### config.mk
export PLATFORM = sky130hd
export DESIGN_NAME = pfvc_cfg_flat
export DESIGN_NICKNAME = d
export VERILOG_FILES = /design/src/hdl/pfvc_pkg.sv /design/src/hdl/pfvc_if.sv /design/src/hdl/pfvc_cfg.sv /design/src/flat_wrapper.sv
export SDC_FILE = /design/constraint.sdc
export NUM_CORES = 1
export LEC_CHECK = 0
export BUFFER_PORTS_ARGS = -buffer_cell sky130_fd_sc_hd__buf_2
export CORE_MARGIN = 1.5
export CORE_UTILIZATION = 40
export CTS_BUF_LIST = sky130_fd_sc_hd__clkbuf_2
export DETAILED_ROUTE_END_ITERATION = 12
export MAX_ROUTING_LAYER = met4
export PLACE_DENSITY = 0.67
export SLEW_MARGIN = 20
export SYNTH_ARGS = -nofsm -noshare
export SYNTH_HDL_FRONTEND = slang
export SYNTH_SLANG_ARGS = --single-unit
### constraint.sdc
create_clock -name clk -period 0.8 [get_ports clk]
set_input_delay 0.16 -clock clk [delete_from_list [all_inputs] [get_ports clk]]
set_output_delay 0.16 -clock clk [all_outputs]
set_load 0.005 [all_outputs]
### src/hdl/pfvc_pkg.sv
// ----------------------------------------------------------------------------
// pfvc_pkg
// Shared types, constants and the arctangent table of the goal-point
// velocity controller.
// ----------------------------------------------------------------------------
package pfvc_pkg;

	localparam int CORDIC_STEPS = 16;
	localparam int TAB_LEN      = 24;
	localparam int CORDIC_ITERS = (CORDIC_STEPS < TAB_LEN) ? CORDIC_STEPS : TAB_LEN;

	localparam int PRE_SHIFT = 8;
	// x/y datapath: Q.20, grows by the cordic gain after the quadrant swap
	localparam int XW = 28;
	// angle datapath: Q.24 radians, covers +-pi
	localparam int ZW = 28;

	localparam logic signed [ZW-1:0] HALF_PI_Q24  = ZW'(32'sd26353589);
	localparam logic signed [17:0]   INV_GAIN_Q16 = 18'sd39797;

	localparam int CFG_IDX_W  = 3;
	localparam int CFG_DATA_W = 16;

	typedef enum logic [CFG_IDX_W-1:0] {
		REG_LINEAR_GAIN       = 3'd0,
		REG_ANGULAR_GAIN      = 3'd1,
		REG_FOLLOW_DISTANCE   = 3'd2,
		REG_LINEAR_LIMIT      = 3'd3,
		REG_ANGULAR_LIMIT     = 3'd4,
		REG_LINEAR_DEAD_BAND  = 3'd5,
		REG_ANGULAR_DEAD_BAND = 3'd6
	} cfg_idx_t;

	typedef struct packed {
		logic [15:0] linear_gain;
		logic [15:0] angular_gain;
		logic [14:0] follow_distance;
		logic [14:0] linear_limit;
		logic [14:0] angular_limit;
		logic [14:0] linear_dead_band;
		logic [14:0] angular_dead_band;
	} cfg_regs_t;

	typedef struct packed {
		logic signed [XW-1:0] x;
		logic signed [XW-1:0] y;
		logic signed [ZW-1:0] z;
		logic                 origin;
		logic                 tgt_valid;
	} cordic_beat_t;

	function automatic logic signed [ZW-1:0] atan_q24(input int unsigned idx);
		logic signed [31:0] a;
		case (idx)
			0: a = 32'sd13176795;
			1: a = 32'sd7778716;
			2: a = 32'sd4110060;
			3: a = 32'sd2086331;
			4: a = 32'sd1047214;
			5: a = 32'sd524117;
			6: a = 32'sd262123;
			7: a = 32'sd131069;
			8: a = 32'sd65536;
			9: a = 32'sd32768;
			10: a = 32'sd16384;
			11: a = 32'sd8192;
			12: a = 32'sd4096;
			13: a = 32'sd2048;
			14: a = 32'sd1024;
			15: a = 32'sd512;
			16: a = 32'sd256;
			17: a = 32'sd128;
			18: a = 32'sd64;
			19: a = 32'sd32;
			20: a = 32'sd16;
			21: a = 32'sd8;
			22: a = 32'sd4;
			23: a = 32'sd2;
			default: a = 32'sd0;
		endcase
		return ZW'(a);
	endfunction

endpackage

### src/hdl/pfvc_if.sv


interface pfvc_cfg_if;
	logic                             valid;
	logic                             ready;
	logic [pfvc_pkg::CFG_IDX_W-1:0]   index;
	logic [pfvc_pkg::CFG_DATA_W-1:0]  data;

	modport source (output valid, output index, output data, input ready);
	modport sink (input valid, input index, input data, output ready);
endinterface

### src/hdl/pfvc_cfg.sv
// ----------------------------------------------------------------------------
// pfvc_cfg
// Register file for gains, follow distance, limits and dead bands.
// ----------------------------------------------------------------------------
module pfvc_cfg (
	input  logic                clk,
	input  logic                arst_n,
	pfvc_cfg_if.sink            cfg,
	output pfvc_pkg::cfg_regs_t regs
);

	pfvc_pkg::cfg_regs_t regs_q;

	assign cfg.ready = 1'b1;
	assign regs      = regs_q;

	always_ff @(posedge clk or negedge arst_n) begin
		if (!arst_n) begin
			regs_q.linear_gain       <= 16'd12288;
			regs_q.angular_gain      <= 16'd3277;
			regs_q.follow_distance   <= 15'd2048;
			regs_q.linear_limit      <= 15'd3277;
			regs_q.angular_limit     <= 15'd4915;
			regs_q.linear_dead_band  <= 15'd410;
			regs_q.angular_dead_band <= 15'd410;
		end else if (cfg.valid) begin
			case (pfvc_pkg::cfg_idx_t'(cfg.index))
				pfvc_pkg::REG_LINEAR_GAIN:       regs_q.linear_gain <= cfg.data;
				pfvc_pkg::REG_ANGULAR_GAIN:      regs_q.angular_gain <= cfg.data;
				pfvc_pkg::REG_FOLLOW_DISTANCE:   regs_q.follow_distance <= cfg.data[14:0];
				pfvc_pkg::REG_LINEAR_LIMIT:      regs_q.linear_limit <= cfg.data[14:0];
				pfvc_pkg::REG_ANGULAR_LIMIT:     regs_q.angular_limit <= cfg.data[14:0];
				pfvc_pkg::REG_LINEAR_DEAD_BAND:  regs_q.linear_dead_band <= cfg.data[14:0];
				pfvc_pkg::REG_ANGULAR_DEAD_BAND: regs_q.angular_dead_band <= cfg.data[14:0];
				default: ;
			endcase
		end
	end

endmodule

### src/flat_wrapper.sv
// flat-port wrapper written by rule: the top's interface ports become plain ports
module pfvc_cfg_flat 
  (clk, arst_n, regs, cfg_valid, cfg_index, cfg_data, cfg_ready);
  pfvc_cfg_if cfg_i ();
  input  logic clk;
  input  logic arst_n;
  output pfvc_pkg::cfg_regs_t regs;
  input wire logic [$bits(cfg_i.valid)-1:0] cfg_valid;
  input wire logic [$bits(cfg_i.index)-1:0] cfg_index;
  input wire logic [$bits(cfg_i.data)-1:0] cfg_data;
  output wire logic [$bits(cfg_i.ready)-1:0] cfg_ready;
  assign cfg_i.valid = cfg_valid;
  assign cfg_i.index = cfg_index;
  assign cfg_i.data = cfg_data;
  assign cfg_ready = cfg_i.ready;
  pfvc_cfg u_core (.clk(clk), .arst_n(arst_n), .cfg(cfg_i), .regs(regs));
endmodule
==> flow_metrics.py <==
metrics = {
    "routing": {
        "remaining_drc_errors": 0,
        "first_pass_iters": 4,
        "wl_per_cell_um": 17.4,
        "ant_nets": 0,
        "vias": 2732,
        "wirelength_um": 10100,
        "drt_iter0_markers": 92,
        "viasPerCell": 4.72,
    },
    "global_route": {
        "grt_pass1_vias": 2879,
        "antenna_found_initial": 0,
        "grt_max_degree": 38,
        "grt_pass1_wl_um": 15600,
        "grt.overflow.total": 0,
        "grt_use_total_pct": 19.2,
    },
    "setup_path": {
        "path_delay_family": "flip-flops",
        "end_kind": "primary output",
        "cp.arrival_ns": 1.28,
        "startpoint_type": "flop",
        "crit_start": "u_core.regs[39]",
        "crit_type": "flop to primary output",
        "crit_path_max_incr_delay_ns": 0.62,
        "worstPathMaxFanout": 2,
        "slowest_stage": "dfstp_2",
        "cp.required_ns": 0.64,
        "reg2reg_slack_ns": -0.22,
        "cp.depth": 1,
        "reg2reg_to": "u_core.regs[99]",
        "path_cells": "buf_6",
        "ff2ff_path_depth": 3,
        "r2r-start": "u_core.regs[99]",
        "path_buf_inv": 1,
    },
    "final_layout": {
        "area_growth_pct": 47.3,
        "fill_cells": 803,
        "drive_gt1_share_pct": 79.0,
        "num_antenna_cells": 0,
        "nNetsFinal": 460,
        "stdcell_area_um2": 6150,
        "largest_reg_flops": 107,
    },
    "floorplan": {
        "die_h_um": 105,
        "coreArea_um2": 10200,
        "die_x_um": 105,
        "die-area_um2": 11100,
        "io_pins": 130,
        "num_rows": 37,
        "start_util_pct": 40.8,
    },
    "clock_network": {
        "clk_pin_slew_ns": 0.30,
        "cts_tree": "built",
        "cts_buffers": 9,
        "root_buffer": "clkbuf_2",
        "worstSkewPairLatency_ns": 0.54,
        "clockBufferDepth": 2,
        "cts.sinks": 107,
        "htree_levels": 3,
    },
    "timing": {
        "fin_skew_ns": 0,
        "finalCritPeriodShare_pct": 179,
        "slew_viol_final": 0,
        "holdWs_ns": 0.111,
        "hold_viol": 0,
        "fin_crit_ns": 1.44,
        "rsz0062_at_grt": "yes",
        "setup_ws_ns": -0.636,
        "fmax_mhz": 696,
        "finalSetupViolCount": 154,
    },
    "synthesis": {
        "synthCells": 237,
        "syn_area_per_cell_um2": 17.6,
        "yosysTopAreaCell": "dfrtp_1",
        "synth_area_um2": 4180,
        "yosys_warnings": 0,
        "yosysUniqueCellTypes": 11,
        "synth_nets": 259,
        "yosysTopAreaCellShare_pct": 43.7,
        "ys_seq_area_share_pct": 65.1,
        "synth-seq-cells": 107,
        "synthTopCellsByArea": "dfrtp_1 44%, mux2_2 26%, dfstp_2 21%",
    },
    "run": {
        "cap_violations": 0,
    },
    "placement": {
        "hpwlAfterDp_um": 6740,
        "gp_congestion": 0.715,
        "port_buffers": 128,
        "place_area_um2": 5340,
    },
    "run_status": {
        "status": "finished, violations left",
        "violations": "negative setup slack",
    },
    "pwr": {
        "peakVddDrop_uv": 1380,
        "p_total_mw": 14.5,
        "cellLeakagePower_nw": 3.00,
        "cellPowerDensity_nw_per_um2": 2360,
    },
    "min_path": {
        "min_path_type": "input port to asynchronous set/reset pin",
    },
}
power breakdown:
group	switching, mW	internal (mW)
Sequential	0.760	6.88
Clock	1.86	0.474
Combinational	1.42	3.13
stage by stage:
step                utilization, %  TNS [ns]  std cells  worst slack (ns)
floorplan                        -    -39.91        237            -0.567
global placement              52.2    -55.32        509            -0.633
detailed placement            52.2    -57.31        509            -0.672
CTS                           58.0    -66.26        572            -0.712
global route                  60.1    -75.57        579            -0.784
finish                        60.1    -60.24        579            -0.636
how the worst max path moves through the flow:
stage	endpoint
2_1_floorplan	u_core.regs[100]
3_3_place_gp	u_core.regs[89]
3_5_place_dp	u_core.regs[89]
4_1_cts	regs[39]
5_1_grt	regs[81]
6_report	regs[39]
repair_timing:
| action | 4_1_cts | 5_1_grt |
|---|---|---|
| hold buffers | 18 | 1 |
| hold endpoints to repair | 214 | 2 |
| gates resized for setup | 16 | 38 |
| buffers inserted | 29 | 15 |
| endpoints found under the setup margin | 114 | 154 |
cells in the final DEF, fill, tap and decap left out, drive strengths merged:
master / instances
dfstp: 34
clkinv: 2
buf: 186
inv: 4
dlygate4sd3: 18
nor4bb: 3
dfrtp: 73
dlymetal6s4s: 1
clkinvlp: 1
conb: 1
mux2: 107
nor4b: 1
nand4b: 3
clkbuf: 9
cell usage after synthesis (all sizes together):
cell type	number
buf	15
conb	1
dfrtp	73
dfstp	34
mux2	107
nand4b	3
nor4b	1
nor4bb	3
worst min-delay path, stage by stage:
cell	delay [ns]
dlygate4sd3_1	0.53
buf_4	0.18
buf_4	0.22
logic make-up after synthesis:
family | count (synthesis) | share of synthesized area (%)
and+or+nand+nor | 7 | 2.37
muxes | 107 | 29.7
other | 1 | 0.0898
DFF | 107 | 65.1
buffers and inverters | 15 | 2.70
final cells by class:
| cell class | instances | area, um2 | area share [%] |
|---|---|---|---|
| repair buffers | 205 | 1590 | 25.8 |
| flip-flops and latches | 107 | 2720 | 44.2 |
| well taps | 136 | 170 | 2.77 |
| clock buffers | 9 | 45.0 | 0.732 |
| multi-input cells | 115 | 1570 | 25.6 |
| clock inverters | 7 | 58.8 | 0.956 |
routing by layer:
metal	vias to the layer above	GRT usage, %	routed length (um)
met3	8	5.68	535
met2	101	28.2	4650
met5	-	-	0
li1	1248	-	-
met4	0	3.33	89
met1	1375	26.8	4790
Note: power is estimated with default switching activity, not from simulation.
