--- src/hdl/pfvc_pkg.sv ---
// ----------------------------------------------------------------------------
// pfvc_pkg
// Shared types, constants and the arctangent table of the goal-point
// velocity controller.
// ----------------------------------------------------------------------------
package pfvc_pkg;

	localparam int CORDIC_STEPS = 16;
	localparam int TAB_LEN      = 24;
	localparam int CORDIC_ITERS = (CORDIC_STEPS < TAB_LEN) ? CORDIC_STEPS : TAB_LEN;

	localparam int PRE_SHIFT = 8;
	// x/y datapath: Q.20, grows by the cordic gain after the quadrant swap
	localparam int XW = 28;
	// angle datapath: Q.24 radians, covers +-pi
	localparam int ZW = 28;

	localparam logic signed [ZW-1:0] HALF_PI_Q24  = ZW'(32'sd26353589);
	localparam logic signed [17:0]   INV_GAIN_Q16 = 18'sd39797;

	localparam int CFG_IDX_W  = 3;
	localparam int CFG_DATA_W = 16;

	typedef enum logic [CFG_IDX_W-1:0] {
		REG_LINEAR_GAIN       = 3'd0,
		REG_ANGULAR_GAIN      = 3'd1,
		REG_FOLLOW_DISTANCE   = 3'd2,
		REG_LINEAR_LIMIT      = 3'd3,
		REG_ANGULAR_LIMIT     = 3'd4,
		REG_LINEAR_DEAD_BAND  = 3'd5,
		REG_ANGULAR_DEAD_BAND = 3'd6
	} cfg_idx_t;

	typedef struct packed {
		logic [15:0] linear_gain;
		logic [15:0] angular_gain;
		logic [14:0] follow_distance;
		logic [14:0] linear_limit;
		logic [14:0] angular_limit;
		logic [14:0] linear_dead_band;
		logic [14:0] angular_dead_band;
	} cfg_regs_t;

	typedef struct packed {
		logic signed [XW-1:0] x;
		logic signed [XW-1:0] y;
		logic signed [ZW-1:0] z;
		logic                 origin;
		logic                 tgt_valid;
	} cordic_beat_t;

	function automatic logic signed [ZW-1:0] atan_q24(input int unsigned idx);
		logic signed [31:0] a;
		case (idx)
			0: a = 32'sd13176795;
			1: a = 32'sd7778716;
			2: a = 32'sd4110060;
			3: a = 32'sd2086331;
			4: a = 32'sd1047214;
			5: a = 32'sd524117;
			6: a = 32'sd262123;
			7: a = 32'sd131069;
			8: a = 32'sd65536;
			9: a = 32'sd32768;
			10: a = 32'sd16384;
			11: a = 32'sd8192;
			12: a = 32'sd4096;
			13: a = 32'sd2048;
			14: a = 32'sd1024;
			15: a = 32'sd512;
			16: a = 32'sd256;
			17: a = 32'sd128;
			18: a = 32'sd64;
			19: a = 32'sd32;
			20: a = 32'sd16;
			21: a = 32'sd8;
			22: a = 32'sd4;
			23: a = 32'sd2;
			default: a = 32'sd0;
		endcase
		return ZW'(a);
	endfunction

endpackage

--- src/hdl/pfvc_if.sv ---
// ----------------------------------------------------------------------------
// pfvc_if
// Valid/ready channels of the goal-point velocity controller: goal points in,
// velocity commands out, register writes.
// ----------------------------------------------------------------------------
interface pfvc_target_if;
	logic               valid;
	logic               ready;
	logic signed [15:0] target_x;
	logic signed [15:0] target_y;
	logic               target_valid;

	modport source (output valid, output target_x, output target_y, output target_valid,
		input ready);
	modport sink (input valid, input target_x, input target_y, input target_valid,
		output ready);
endinterface


--- src/hdl/pfvc_cordic.sv ---
// ----------------------------------------------------------------------------
// pfvc_cordic
// Pipelined vectoring cordic: quadrant swap stage, then one register stage
// per micro-rotation. Bubbles collapse, a stall holds each stage.
// ----------------------------------------------------------------------------
module pfvc_cordic (
	input  logic                   clk,
	input  logic                   arst_n,
	pfvc_target_if.sink            target,
	output logic                   out_valid,
	input  logic                   out_ready,
	output pfvc_pkg::cordic_beat_t out_beat
);

	localparam int N = pfvc_pkg::CORDIC_ITERS;

	pfvc_pkg::cordic_beat_t beat_s [0:N];
	logic                   vld_s  [0:N];
	logic                   en     [0:N+1];

	pfvc_pkg::cordic_beat_t pre_beat;
	logic signed [pfvc_pkg::XW-1:0] x_in;
	logic signed [pfvc_pkg::XW-1:0] y_in;

	always_comb begin
		en[N+1] = out_ready;
		for (int k = N; k >= 0; k--) begin
			en[k] = !vld_s[k] || en[k+1];
		end
	end

	assign target.ready = en[0];
	assign out_valid    = vld_s[N];
	assign out_beat     = beat_s[N];

	// inputs up to Q.20, then swap into the right half plane
	assign x_in = pfvc_pkg::XW'(target.target_x) <<< pfvc_pkg::PRE_SHIFT;
	assign y_in = pfvc_pkg::XW'(target.target_y) <<< pfvc_pkg::PRE_SHIFT;

	always_comb begin
		pre_beat.origin    = (target.target_x == 16'sd0) && (target.target_y == 16'sd0);
		pre_beat.tgt_valid = target.target_valid;
		pre_beat.x         = x_in;
		pre_beat.y         = y_in;
		pre_beat.z         = '0;
		if (x_in < 0) begin
			if (y_in >= 0) begin
				pre_beat.x = y_in;
				pre_beat.y = -x_in;
				pre_beat.z = pfvc_pkg::HALF_PI_Q24;
			end else begin
				pre_beat.x = -y_in;
				pre_beat.y = x_in;
				pre_beat.z = -pfvc_pkg::HALF_PI_Q24;
			end
		end
	end

	always_ff @(posedge clk or negedge arst_n) begin
		if (!arst_n) begin
			vld_s[0] <= 1'b0;
		end else if (en[0]) begin
			vld_s[0] <= target.valid;
		end
	end

	always_ff @(posedge clk) begin
		if (en[0]) begin
			beat_s[0] <= pre_beat;
		end
	end

	for (genvar i = 0; i < N; i++) begin : g_iter
		pfvc_pkg::cordic_beat_t nxt;
		logic signed [pfvc_pkg::XW-1:0] dx;
		logic signed [pfvc_pkg::XW-1:0] dy;

		assign dx = beat_s[i].x >>> i;
		assign dy = beat_s[i].y >>> i;

		always_comb begin
			nxt = beat_s[i];
			if (beat_s[i].y >= 0) begin
				nxt.x = beat_s[i].x + dy;
				nxt.y = beat_s[i].y - dx;
				nxt.z = beat_s[i].z + pfvc_pkg::atan_q24(i);
			end else begin
				nxt.x = beat_s[i].x - dy;
				nxt.y = beat_s[i].y + dx;
				nxt.z = beat_s[i].z - pfvc_pkg::atan_q24(i);
			end
		end

		always_ff @(posedge clk or negedge arst_n) begin
			if (!arst_n) begin
				vld_s[i+1] <= 1'b0;
			end else if (en[i+1]) begin
				vld_s[i+1] <= vld_s[i];
			end
		end

		always_ff @(posedge clk) begin
			if (en[i+1]) begin
				beat_s[i+1] <= nxt;
			end
		end
	end

endmodule

--- src/flat_wrapper.sv ---
// flat-port wrapper written by rule: the top's interface ports become plain ports
module pfvc_cordic_flat 
  (clk, arst_n, out_valid, out_ready, out_beat, target_valid, target_target_x, target_target_y, target_target_valid, target_ready);
  pfvc_target_if target_i ();
  input  logic clk;
  input  logic arst_n;
  output logic out_valid;
  input  logic out_ready;
  output pfvc_pkg::cordic_beat_t out_beat;
  input wire logic [$bits(target_i.valid)-1:0] target_valid;
  input wire logic [$bits(target_i.target_x)-1:0] target_target_x;
  input wire logic [$bits(target_i.target_y)-1:0] target_target_y;
  input wire logic [$bits(target_i.target_valid)-1:0] target_target_valid;
  output wire logic [$bits(target_i.ready)-1:0] target_ready;
  assign target_i.valid = target_valid;
  assign target_i.target_x = target_target_x;
  assign target_i.target_y = target_target_y;
  assign target_i.target_valid = target_target_valid;
  assign target_ready = target_i.ready;
  pfvc_cordic u_core (.clk(clk), .arst_n(arst_n), .target(target_i), .out_valid(out_valid), .out_ready(out_ready), .out_beat(out_beat));
endmodule
--- config.mk ---
export PLATFORM = sky130hd
export DESIGN_NAME = pfvc_cordic_flat
export DESIGN_NICKNAME = d
export VERILOG_FILES = /design/src/hdl/pfvc_pkg.sv /design/src/hdl/pfvc_if.sv /design/src/hdl/pfvc_cordic.sv /design/src/flat_wrapper.sv
export SDC_FILE = /design/constraint.sdc
export NUM_CORES = 2
export LEC_CHECK = 0
export BUFFER_PORTS_ARGS = -buffer_cell sky130_fd_sc_hd__buf_4
export CAP_MARGIN = 25
export CORE_MARGIN = 1.5
export CORE_UTILIZATION = 55
export DETAILED_ROUTE_END_ITERATION = 6
export GPL_TIMING_DRIVEN = 1
export PLACE_DENSITY = 0.79
export SLEW_MARGIN = 20
export SYNTH_ARGS = -nofsm -noshare
export SYNTH_HDL_FRONTEND = slang
export SYNTH_SLANG_ARGS = --single-unit
--- constraint.sdc ---
create_clock -name clk -period 25.7 [get_ports clk]
set_input_delay 3.855 -clock clk [delete_from_list [all_inputs] [get_ports clk]]
set_output_delay 3.855 -clock clk [all_outputs]
set_load 0.1 [all_outputs]
==> flow_summary.yaml <==
outcome:
  status: "completed"
worst_setup_path:
  path_class: "in2out"
  r2r_end: "u_core.beat_s[0][573]"
  crit_start: "out_ready"
  cp_max_fo: 51
  cp.arrival_ns: 8.45
  cp.required_ns: 21.84
  cp-start-kind: "primary input"
  cp-endpoint: "target_ready"
  reg2reg_depth: 18
  cp-end-kind: "output pin"
  regToRegSetupSlack_ns: 20.33
  r2r_start: "u_core.beat_s[0][493]"
synthesis:
  yosys-top-cells-area: "edfxtp_1 38%, ha_1 12%, xnor2_1 7.7%"
  synth_top_area_share_pct: 37.8
  ys_ff_latch: 1389
  yosys.area.top_type: "edfxtp_1"
  synth_xor_xnor_area_share_pct: 11.8
  ys_seq_area_share_pct: 38.2
  synth-simple-area-share_pct: 14.5
  yosys.area_share.adder_pct: 13.3
  synth_top_family_by_area: "compound AO/OA/AOI/OAI gates"
  ys_types: 112
  avgSynthCellArea_um2: 9.78
  netlist_area_um2: 109000
  synth_ff_type: "edfxtp_1"
  syn_inst: 11100
  yosys-mux-area-fraction_pct: 0.494
  synth_compound_area_share_pct: 18.6
  synth_edf_count: 1372
  async_reset_ff_share_pct: 1.22
  synth_warnings: 0
layout:
  fin_nets: 12400
  area_delta_synth_final_pct: 8.07
  fin_cells: 14000
  register_area_um2: 41600
  drive_above_1_share_pct: 5.18
  fillers: 16500
  multi_input_area_um2: 64200
cts:
  cts-buffers-inserted: 154
  ctsHoldBuffers: 0
  clock_latency_ns: 0.83
  cts_root_buffer: "clkbuf_16"
  postCtsResizedCells: 0
  cts_tree: "done"
  cts-htree-levels: 4
  path_clk_slew_ns: 0.06
  max-clock-path-buffers: 3
  clock_sinks: 1389
  cts_setup_buffers: 0
global_routing:
  grt_usage_pct: 27.0
  grt_pass1_wl_um: 436000
  grt_max_degree: 88
  antenna_found_initial: 3
  grt_pass1_vias: 82100
  grt_remaining_overflow: 0
sta:
  max-slew-margin-rel_pct: 20.2
  fmax_mhz: 81.3
  grt_setup_unrepaired: "no"
  tns_ns: 0
  setup_viol: 0
  drv_slew: 0
  period_needed_ns: 12.30
  worstMarginPinSlew_ns: 1.17
  fin_crit_sh_pct: 47.9
  whs_ns: 0.412
  fin_skew_ns: 0.0562
  hold_violations: 0
drt:
  drt_iter0_drc: 6924
  vias_per_cell: 6.13
  drc: 0
  drt-total-wl_um: 276000
  wire_per_inst_um: 19.7
  ant_nets: 0
  firstDrtPassIters: 7
  vias: 85900
floorplanning:
  core_um2: 197000
  die_area_um2: 201000
  die_x_um: 448
  start_util_pct: 55.3
  ioPinCount: 125
  fp.dieH_um: 448
  rows: 163
hold_path:
  hold_class: "reg2reg"
  holdPathStages: 0
placed_design:
  gp_congestion: 0.999
  numPortBuffers: 124
  dp_hpwl_um: 216000
  dp.cells: 13700
flow_run:
  cap_violations: 0
layout make-up:
cell class / count / area share, %
antenna: 2 / 0.00425
tap: 2640 / 2.81
clock buffer: 184 / 3.45
timing repair buffer: 172 / 1.17
inverter: 508 / 1.63
multi-input combinational: 9012 / 54.6
clock inverter: 96 / 0.962
sequential: 1389 / 35.4
synthesized netlist by cell type (all sizes together), types with 21 or more instances:
library cell / instances
a21o: 297
nand2b: 144
or2: 69
nor2: 877
clkbuf: 203
and3: 130
or3: 172
nand3: 248
a41oi: 24
xor2: 508
a221oi: 21
nand2: 620
mux2i: 47
o21ai: 663
a2111oi: 42
a21boi: 32
nor2b: 135
buf: 129
nand4: 54
a31oi: 110
nand3b: 41
a211o: 27
nor4: 89
ha: 1086
edfxtp: 1372
o311ai: 32
o41ai: 88
o21bai: 117
and2: 76
nor3b: 25
a21oi: 839
or4: 87
nor3: 329
o31ai: 198
inv: 506
fa: 39
o211ai: 104
o21a: 121
xnor2: 953
a211oi: 124
o31a: 26
a31o: 35
metal layers:
layer  vias up  GRT usage, %  wire length (um)
met5         -             0                12
met4         2          12.8             14100
met3       601          3.03             13600
met2      2501          47.0            134000
met1     41100          33.3            115000
li1      41700             -                 -
registers in the layout, indices dropped and copies added, names as in the netlist:
signal,flops
u_core.beat_s,1372
u_core.out_valid,1
u_core.vld_s,16
layout by cell type (no fill, tap or decap), drive strengths merged, types with 144 or more instances in the layout:
cell type,Yosys,final
edfxtp,1372,1372
ha,1086,1086
xnor2,953,953
nor2,877,877
a21oi,839,839
o21ai,663,663
nand2,620,620
inv,506,511
xor2,508,508
nor3,329,329
a21o,297,297
nand3,248,248
o31ai,198,198
clkbuf,203,185
or3,172,172
buf,129,171
nand2b,144,144
critical path: stages:
cell,delay [ns]
buf_4,0.11
nor2b_1,0.45
nand2_4,0.31
nor2_1,0.47
nand2_4,0.47
nor3_1,0.70
nand3_4,0.59
nor2_1,0.56
nand3_2,0.12
buf_4,0.29
buf_4,0.35
cell families (layout without fill, tap and decap cells):
group / Yosys count / count (layout)
other cells: 1 / 110
xor+xnor: 1461 / 1461
mux: 53 / 53
fa+ha+maj: 1134 / 1134
compound gates: 3092 / 3092
flops: 1389 / 1389
buf+inv: 840 / 960
simple gates: 3164 / 3164
through the flow:
step           instance area [um2]  worst slack [ns]  utilization [%]
5_1_grt                     118000             13.05             59.7
3_5_place_dp                112000             13.23             57.0
3_3_place_gp                112000             13.26             57.0
6_report                    118000             13.40             59.7
2_1_floorplan               109000              8.93                -
4_1_cts                     118000             13.21             59.6
worst min path at each step:
stage,end,startpoint,slack (ns)
after floorplan,u_core.beat_s[0][1032],u_core.beat_s[0][946],0.40
after CTS,u_core.beat_s[0][1126],u_core.beat_s[0][1040],0.41
after global routing,u_core.beat_s[0][1209],u_core.beat_s[0][1123],0.42
final,u_core.beat_s[0][1126],u_core.beat_s[0][1040],0.41
after detailed placement,u_core.beat_s[0][1126],u_core.beat_s[0][1040],0.41
after global placement,u_core.beat_s[0][1210],u_core.beat_s[0][1124],0.40
Power is not shown: default switching activity piles up to over one toggle a cycle in this logic, so the estimate is an artifact.
