<file path="src/hdl/pfvc_pkg.sv">
// ----------------------------------------------------------------------------
// pfvc_pkg
// Shared types, constants and the arctangent table of the goal-point
// velocity controller.
// ----------------------------------------------------------------------------
package pfvc_pkg;

	localparam int CORDIC_STEPS = 16;
	localparam int TAB_LEN      = 24;
	localparam int CORDIC_ITERS = (CORDIC_STEPS < TAB_LEN) ? CORDIC_STEPS : TAB_LEN;

	localparam int PRE_SHIFT = 8;
	// x/y datapath: Q.20, grows by the cordic gain after the quadrant swap
	localparam int XW = 28;
	// angle datapath: Q.24 radians, covers +-pi
	localparam int ZW = 28;

	localparam logic signed [ZW-1:0] HALF_PI_Q24  = ZW'(32'sd26353589);
	localparam logic signed [17:0]   INV_GAIN_Q16 = 18'sd39797;

	localparam int CFG_IDX_W  = 3;
	localparam int CFG_DATA_W = 16;

	typedef enum logic [CFG_IDX_W-1:0] {
		REG_LINEAR_GAIN       = 3'd0,
		REG_ANGULAR_GAIN      = 3'd1,
		REG_FOLLOW_DISTANCE   = 3'd2,
		REG_LINEAR_LIMIT      = 3'd3,
		REG_ANGULAR_LIMIT     = 3'd4,
		REG_LINEAR_DEAD_BAND  = 3'd5,
		REG_ANGULAR_DEAD_BAND = 3'd6
	} cfg_idx_t;

	typedef struct packed {
		logic [15:0] linear_gain;
		logic [15:0] angular_gain;
		logic [14:0] follow_distance;
		logic [14:0] linear_limit;
		logic [14:0] angular_limit;
		logic [14:0] linear_dead_band;
		logic [14:0] angular_dead_band;
	} cfg_regs_t;

	typedef struct packed {
		logic signed [XW-1:0] x;
		logic signed [XW-1:0] y;
		logic signed [ZW-1:0] z;
		logic                 origin;
		logic                 tgt_valid;
	} cordic_beat_t;

	function automatic logic signed [ZW-1:0] atan_q24(input int unsigned idx);
		logic signed [31:0] a;
		case (idx)
			0: a = 32'sd13176795;
			1: a = 32'sd7778716;
			2: a = 32'sd4110060;
			3: a = 32'sd2086331;
			4: a = 32'sd1047214;
			5: a = 32'sd524117;
			6: a = 32'sd262123;
			7: a = 32'sd131069;
			8: a = 32'sd65536;
			9: a = 32'sd32768;
			10: a = 32'sd16384;
			11: a = 32'sd8192;
			12: a = 32'sd4096;
			13: a = 32'sd2048;
			14: a = 32'sd1024;
			15: a = 32'sd512;
			16: a = 32'sd256;
			17: a = 32'sd128;
			18: a = 32'sd64;
			19: a = 32'sd32;
			20: a = 32'sd16;
			21: a = 32'sd8;
			22: a = 32'sd4;
			23: a = 32'sd2;
			default: a = 32'sd0;
		endcase
		return ZW'(a);
	endfunction

endpackage

</file>
<file path="src/hdl/pfvc_if.sv">


interface pfvc_cmd_if;
	logic               valid;
	logic               ready;
	logic signed [15:0] linear_speed;
	logic signed [15:0] angular_rate;

	modport source (output valid, output linear_speed, output angular_rate, input ready);
	modport sink (input valid, input linear_speed, input angular_rate, output ready);
endinterface


</file>
<file path="src/hdl/pfvc_scale.sv">
// ----------------------------------------------------------------------------
// pfvc_scale
// Turns the cordic result into commands: gain correction of the distance,
// bearing rounding, gain products, clamp, dead band. Five register stages,
// the last one is the output register.
// ----------------------------------------------------------------------------
module pfvc_scale (
	input  logic                   clk,
	input  logic                   arst_n,
	input  pfvc_pkg::cfg_regs_t    regs,
	input  logic                   in_valid,
	output logic                   in_ready,
	input  pfvc_pkg::cordic_beat_t in_beat,
	pfvc_cmd_if.source             command
);

	localparam int PW = pfvc_pkg::XW + 18;

	logic vld_s1, vld_s2, vld_s3, vld_s4, vld_s5;
	logic en1, en2, en3, en4, en5;

	// stage 1: distance product, rounded bearing
	logic signed [PW-1:0] dprod_s1;
	logic signed [15:0]   bear_s1;
	logic                 origin_s1, tv_s1;
	// stage 2: distance error
	logic signed [18:0]   err_s2;
	logic signed [15:0]   bear_s2;
	logic                 tv_s2;
	// stage 3: gain products
	logic signed [35:0]   vprod_s3;
	logic signed [32:0]   wprod_s3;
	logic                 tv_s3;
	// stage 4: rounded and clamped
	logic signed [15:0]   vclamp_s4;
	logic signed [15:0]   wclamp_s4;
	logic                 tv_s4;
	// stage 5: output
	logic signed [15:0]   lin_s5;
	logic signed [15:0]   ang_s5;

	logic signed [pfvc_pkg::ZW-1:0] zsum;
	logic signed [pfvc_pkg::ZW-1:0] zsh;
	logic signed [PW-1:0]           dsum;
	logic [16:0]                    distance;
	logic signed [35:0]             vr, vlim;
	logic signed [32:0]             wr, wlim;
	logic signed [15:0]             vnext, wnext;
	logic [15:0]                    vmag, wmag;

	assign en5 = command.ready || !vld_s5;
	assign en4 = !vld_s4 || en5;
	assign en3 = !vld_s3 || en4;
	assign en2 = !vld_s2 || en3;
	assign en1 = !vld_s1 || en2;
	assign in_ready = en1;

	assign command.valid        = vld_s5;
	assign command.linear_speed = lin_s5;
	assign command.angular_rate = ang_s5;

	always_ff @(posedge clk or negedge arst_n) begin
		if (!arst_n) begin
			vld_s1 <= 1'b0;
			vld_s2 <= 1'b0;
			vld_s3 <= 1'b0;
			vld_s4 <= 1'b0;
			vld_s5 <= 1'b0;
		end else begin
			if (en1) vld_s1 <= in_valid;
			if (en2) vld_s2 <= vld_s1;
			if (en3) vld_s3 <= vld_s2;
			if (en4) vld_s4 <= vld_s3;
			if (en5) vld_s5 <= vld_s4;
		end
	end

	assign zsum = in_beat.z + pfvc_pkg::ZW'(2048);
	assign zsh  = zsum >>> 12;

	always_ff @(posedge clk) begin
		if (en1) begin
			dprod_s1  <= PW'(in_beat.x) * PW'(pfvc_pkg::INV_GAIN_Q16);
			bear_s1   <= zsh[15:0];
			origin_s1 <= in_beat.origin;
			tv_s1     <= in_beat.tgt_valid;
		end
	end

	// distance is never negative once the vector sits in the right half plane
	assign dsum     = dprod_s1 + (PW'(1) <<< 23);
	assign distance = origin_s1 ? 17'd0 : dsum[40:24];

	always_ff @(posedge clk) begin
		if (en2) begin
			err_s2  <= $signed({2'b00, distance}) - $signed({4'b0000, regs.follow_distance});
			bear_s2 <= origin_s1 ? 16'sd0 : bear_s1;
			tv_s2   <= tv_s1;
		end
	end

	always_ff @(posedge clk) begin
		if (en3) begin
			vprod_s3 <= 36'($signed({1'b0, regs.linear_gain})) * 36'(err_s2);
			wprod_s3 <= 33'($signed({1'b0, regs.angular_gain})) * 33'(bear_s2);
			tv_s3    <= tv_s2;
		end
	end

	assign vr   = (vprod_s3 + 36'sd2048) >>> 12;
	assign wr   = (wprod_s3 + 33'sd2048) >>> 12;
	assign vlim = $signed({21'd0, regs.linear_limit});
	assign wlim = $signed({18'd0, regs.angular_limit});

	always_comb begin
		if (vr > vlim) begin
			vnext = vlim[15:0];
		end else if (vr < -vlim) begin
			vnext = -vlim[15:0];
		end else begin
			vnext = vr[15:0];
		end
		if (wr > wlim) begin
			wnext = wlim[15:0];
		end else if (wr < -wlim) begin
			wnext = -wlim[15:0];
		end else begin
			wnext = wr[15:0];
		end
	end

	always_ff @(posedge clk) begin
		if (en4) begin
			vclamp_s4 <= vnext;
			wclamp_s4 <= wnext;
			tv_s4     <= tv_s3;
		end
	end

	assign vmag = vclamp_s4[15] ? 16'(-vclamp_s4) : 16'(vclamp_s4);
	assign wmag = wclamp_s4[15] ? 16'(-wclamp_s4) : 16'(wclamp_s4);

	always_ff @(posedge clk) begin
		if (en5) begin
			if (!tv_s4 || vmag < {1'b0, regs.linear_dead_band}) begin
				lin_s5 <= 16'sd0;
			end else begin
				lin_s5 <= vclamp_s4;
			end
			if (!tv_s4 || wmag < {1'b0, regs.angular_dead_band}) begin
				ang_s5 <= 16'sd0;
			end else begin
				ang_s5 <= wclamp_s4;
			end
		end
	end

endmodule

</file>
<file path="src/flat_wrapper.sv">
// flat-port wrapper written by rule: the top's interface ports become plain ports
module pfvc_scale_flat 
  (clk, arst_n, regs, in_valid, in_ready, in_beat, command_valid, command_linear_speed, command_angular_rate, command_ready);
  pfvc_cmd_if command_i ();
  input  logic clk;
  input  logic arst_n;
  input  pfvc_pkg::cfg_regs_t regs;
  input  logic in_valid;
  output logic in_ready;
  input  pfvc_pkg::cordic_beat_t in_beat;
  output wire logic [$bits(command_i.valid)-1:0] command_valid;
  output wire logic [$bits(command_i.linear_speed)-1:0] command_linear_speed;
  output wire logic [$bits(command_i.angular_rate)-1:0] command_angular_rate;
  input wire logic [$bits(command_i.ready)-1:0] command_ready;
  assign command_valid = command_i.valid;
  assign command_linear_speed = command_i.linear_speed;
  assign command_angular_rate = command_i.angular_rate;
  assign command_i.ready = command_ready;
  pfvc_scale u_core (.clk(clk), .arst_n(arst_n), .regs(regs), .in_valid(in_valid), .in_ready(in_ready), .in_beat(in_beat), .command(command_i));
endmodule
</file>
<file path="config.mk">
export PLATFORM = sky130hd
export DESIGN_NAME = pfvc_scale_flat
export DESIGN_NICKNAME = d
export VERILOG_FILES = /design/src/hdl/pfvc_pkg.sv /design/src/hdl/pfvc_if.sv /design/src/hdl/pfvc_scale.sv /design/src/flat_wrapper.sv
export SDC_FILE = /design/constraint.sdc
export NUM_CORES = 2
export LEC_CHECK = 0
export BUFFER_PORTS_ARGS = -buffer_cell sky130_fd_sc_hd__buf_2
export CAP_MARGIN = 20
export CORE_MARGIN = 3
export CORE_UTILIZATION = 47
export DETAILED_ROUTE_END_ITERATION = 6
export PLACE_DENSITY = 0.64
export SYNTH_ARGS = -nofsm -noshare
export SYNTH_HDL_FRONTEND = slang
export SYNTH_SLANG_ARGS = --single-unit
</file>
<file path="constraint.sdc">
create_clock -name clk -period 6.5 [get_ports clk]
set_input_delay 0.65 -clock clk [delete_from_list [all_inputs] [get_ports clk]]
set_output_delay 0.65 -clock clk [all_outputs]
set_load 0.05 [all_outputs]
</file>
==> out/metrics.yaml <==
placement:
  pre_cts_slack_ns: -0.344
  dp.cells: 5780
  placed_area_um2: 44700
  gp_congestion: 0.912
  hpwl_mm: 78.7
  port-buffer-count: 191
synth:
  ys_seq_area_frac: 0.138
  synth_simple_gate_area_frac: 0.142
  synthAdderAreaFrac: 0.505
  synth_top_family_by_area: "adder cells"
  synth_mux_area_frac: 0.00554
  postSynthRegisterBits: 188
  yosysUniqueCellTypes: 89
  synthCells: 4324
  yosys.area.top_type: "fa_1"
  synth_area_per_cell_um2: 9.45
  synth_top_cell_area_share: 0.341
  synth_compound_area_frac: 0.0594
  synth_top_flop_cell: "edfxtp_1"
  ys_top_cells_by_area: "fa_1 34%, ha_1 16%, edfxtp_1 13%"
  syn_area_um2: 40900
  synth_edf_count: 183
  synth_warnings: 0
  synthArstFlopShare: 0.0266
  synthXorXnorAreaFrac: 0.0418
  syn_nets: 5753
timing:
  final-hold-violation-count: 0
  finClkSkew_ns: 0.0160
  tightest_slew_ns: 0.787
  rsz0062_at_grt: "true"
  setup_slack_ns: 0.173
  drv_slew: 0
  post-route-period-util: 0.973
  max_freq_mhz: 158
  period_minus_slack_ns: 6.33
  setup_viol: 0
  slew_headroom: 0.475
clock_network:
  path_clk_slew_ns: 0.08
  cts_buffers: 17
  cts_sinks: 188
  cts-root-buf: "clkbuf_16"
  clkLatencyLatePin_ns: 0.50
  cts_buffer_depth: 2
  cts_tree: "done"
  cts_max_level: 4
global_routing:
  grt_pass1_vias: 30500
  grt.total_usage: 0.208
  grt_max_degree: 49
  grt_antenna_before_repair: 14
  grt_use_met1: 0.290
  met2_usage: 0.343
  grt_busiest_layer: "met2"
  globalRouteOverflowTotal: 0
  gr-usage-met3: 0.0320
  grt_pass1_wl_mm: 152
worst_setup_path:
  critical_path_class: "register to register"
  cp_num_buf_inv: 4
  crit_top_cell: "fa_1"
  r2r_end: "u_core.vprod_s3[34]"
  cpPeakStageDelay_ns: 0.55
  start_kind: "register"
  critPathLaunch: "u_core.err_s2[12]"
  cp_top_family: "adder cells"
  rrSetupSlack_ns: 0.17
  cp_cell_sequence: "and2_4 > fa_1 > inv_1 > fa_1 > fa_1 > inv_2 > fa_1 > fa_1 > inv_1 > fa_1 > inv_2 > ha_4 > a211oi_4 > nand2_1 > a311oi_2 > nor3b_2 > o2111ai_2 > nand3_2 > o41ai_4 > o211ai_2 > or4_1 > nand3_1"
  endpoint_kind: "register"
  crit_fanout: 6
  worstPathRequired_ns: 6.87
  r2r_cells: 22
  cpMaxStageDelayCell: "fa_1"
  cp.arrival_ns: 6.69
  regToRegStartpoint: "u_core.err_s2[12]"
worst_hold_path:
  hold_class: "input pin to register"
  hold_path_end: "u_core.tv_s1"
  worstHoldPathCells: 1
  hp-start: "in_beat[0]"
routing:
  vias: 29000
  drtPass1Iterations: 6
  drcViolationCount: 0
  ant_nets: 0
  wl_mm: 90.4
  routedWlPerCell_um: 15.5
  routed_via_density: 4.96
  drt_iter0_markers: 1378
floorplan:
  rows: 107
  dieArea_um2: 90500
  initial_core_util: 0.477
  dieHeight_um: 301
  io_pins: 231
  dieWidth_um: 301
  coreArea_um2: 85700
layout:
  drive_above_1_share: 0.126
  fin_area_um2: 45800
  layoutNonFillerInstCount: 5843
  final_nets: 6106
  syn_to_final_growth_pct: 12.0
  n_fill_cell: 7742
outcome:
  status: "finished clean"
run:
  maxCapViolCount: 0
## worst register-to-register path, stage by stage (launching register included)
cell and delay (ns):
edfxtp_1 0.53, and2_4 0.21, fa_1 0.52, inv_1 0.05, fa_1 0.47, fa_1 0.55
inv_2 0.05, fa_1 0.50, fa_1 0.52, inv_1 0.06, fa_1 0.52, inv_2 0.05
ha_4 0.22, a211oi_4 0.23, nand2_1 0.12, a311oi_2 0.26, nor3b_2 0.10, o2111ai_2 0.19
nand3_2 0.14, o41ai_4 0.29, o211ai_2 0.14, or4_1 0.41, nand3_1 0.09
## layer usage
| metal | vias up | share of wire |
|---|---|---|
| met5 | - | 0.00072 |
| li1 | 14200 | - |
| met3 | 92 | 0.048 |
| met4 | 10 | 0.016 |
| met1 | 14100 | 0.47 |
| met2 | 567 | 0.47 |
## placed cells by master, fill, tap and decap left out, types with 14 or more instances in the layout
cell type and count:
inv_1 1054, fa_1 689, ha_1 523, nand2_1 399
and2_1 256, buf_4 241, buf_2 191, edfxtp_1 183
xnor2_1 145, nor2_1 136, a21oi_1 77, o21ai_0 67
nor3_1 66, nand3_1 61, xor2_1 48, nor2b_1 43
a21o_1 42, nand4_1 41, and3_1 32, nand2b_1 29
o21a_1 27, nor4_1 17, clkbuf_16 17, o31ai_1 16
a211oi_1 15, inv_2 14
## kinds of logic after synthesis
| family | count (synthesis) |
|---|---|
| simple gates | 1157 |
| buf+inv | 1178 |
| mux | 21 |
| compound gates | 354 |
| xor+xnor | 194 |
| fa+ha+maj | 1232 |
| flops | 188 |
## per-stage QoR
stage          hold slack (ns)  TNS [ns]  utilization
4_1_cts                  0.296         0        0.529
6_report                 0.341         0        0.534
3_5_place_dp             0.407     -2.10        0.521
2_1_floorplan            0.354         0            -
3_3_place_gp             0.403     -1.76        0.521
5_1_grt                  0.309    -0.152        0.534
## Yosys cell counts (4+ instances only)
| cell | n |
|---|---|
| o211ai_1 | 7 |
| or3_1 | 13 |
| xnor2_1 | 145 |
| a21o_1 | 42 |
| mux2_2 | 9 |
| ha_1 | 536 |
| a222oi_1 | 9 |
| o21ai_1 | 8 |
| o2111ai_1 | 4 |
| xor2_1 | 48 |
| nand3_1 | 63 |
| dfrtp_1 | 5 |
| nor4_1 | 17 |
| nand2b_1 | 29 |
| nor2b_1 | 43 |
| and4_1 | 7 |
| nor3_1 | 66 |
| a21oi_1 | 83 |
| nor3b_1 | 5 |
| and3_1 | 32 |
| or4_1 | 5 |
| o31ai_1 | 16 |
| a31oi_1 | 9 |
| and2_1 | 269 |
| o21a_1 | 27 |
| fa_1 | 696 |
| clkbuf_1 | 98 |
| nand2_1 | 403 |
| a221o_1 | 7 |
| or2_2 | 7 |
| a211oi_1 | 18 |
| edfxtp_1 | 183 |
| inv_1 | 1067 |
| nand4_1 | 41 |
| o21ai_0 | 68 |
| mux2i_1 | 10 |
| nor2_1 | 137 |
| a221oi_1 | 5 |
| buf_2 | 7 |
| o21bai_1 | 7 |
## worst max-delay path by stage
stage / endpoint / slack (ns) / cells after the start
after global routing: u_core.vprod_s3[34] / -0.08 / 22
after detailed placement: u_core.vprod_s3[34] / -0.34 / 23
after CTS: u_core.vprod_s3[34] / 0.02 / 23
after floorplan: u_core.vprod_s3[34] / 0.001 / 23
final: u_core.vprod_s3[34] / 0.17 / 22
after global placement: u_core.vprod_s3[34] / -0.31 / 23
## state kept, by name (all words and copies together), names as in the netlist, 16 cells and up
signal and flops:
u_core.wclamp_s4 16, u_core.bear_s2 16, u_core.dprod_s1 18, u_core.bear_s1 16, u_core.command.angular_rate 16, u_core.wprod_s3 22
u_core.err_s2 18, u_core.command.linear_speed 16, u_core.vclamp_s4 16, u_core.vprod_s3 24
## area by class of cell
type	count	area [µm²]	share of cell area
sequential	188	5620	0.123
clock buffer	17	425	0.00930
tap	1144	1430	0.0313
inverter	1068	4010	0.0876
clock inverter	15	193	0.00421
multi-input combinational	2958	31100	0.680
antenna	9	22.5	0.000492
timing repair buffer	444	2930	0.0641
## repair_timing
item,CTS,global route
endpoints found under the setup margin,3,14
endpoints found under the hold margin,5,0
setup buffers,0,21
pin swaps,3,76
resized for setup,0,72
hold buffers,1,0
Power is not shown: default switching activity piles up to over one toggle a cycle in this logic, so the estimate is an artifact.
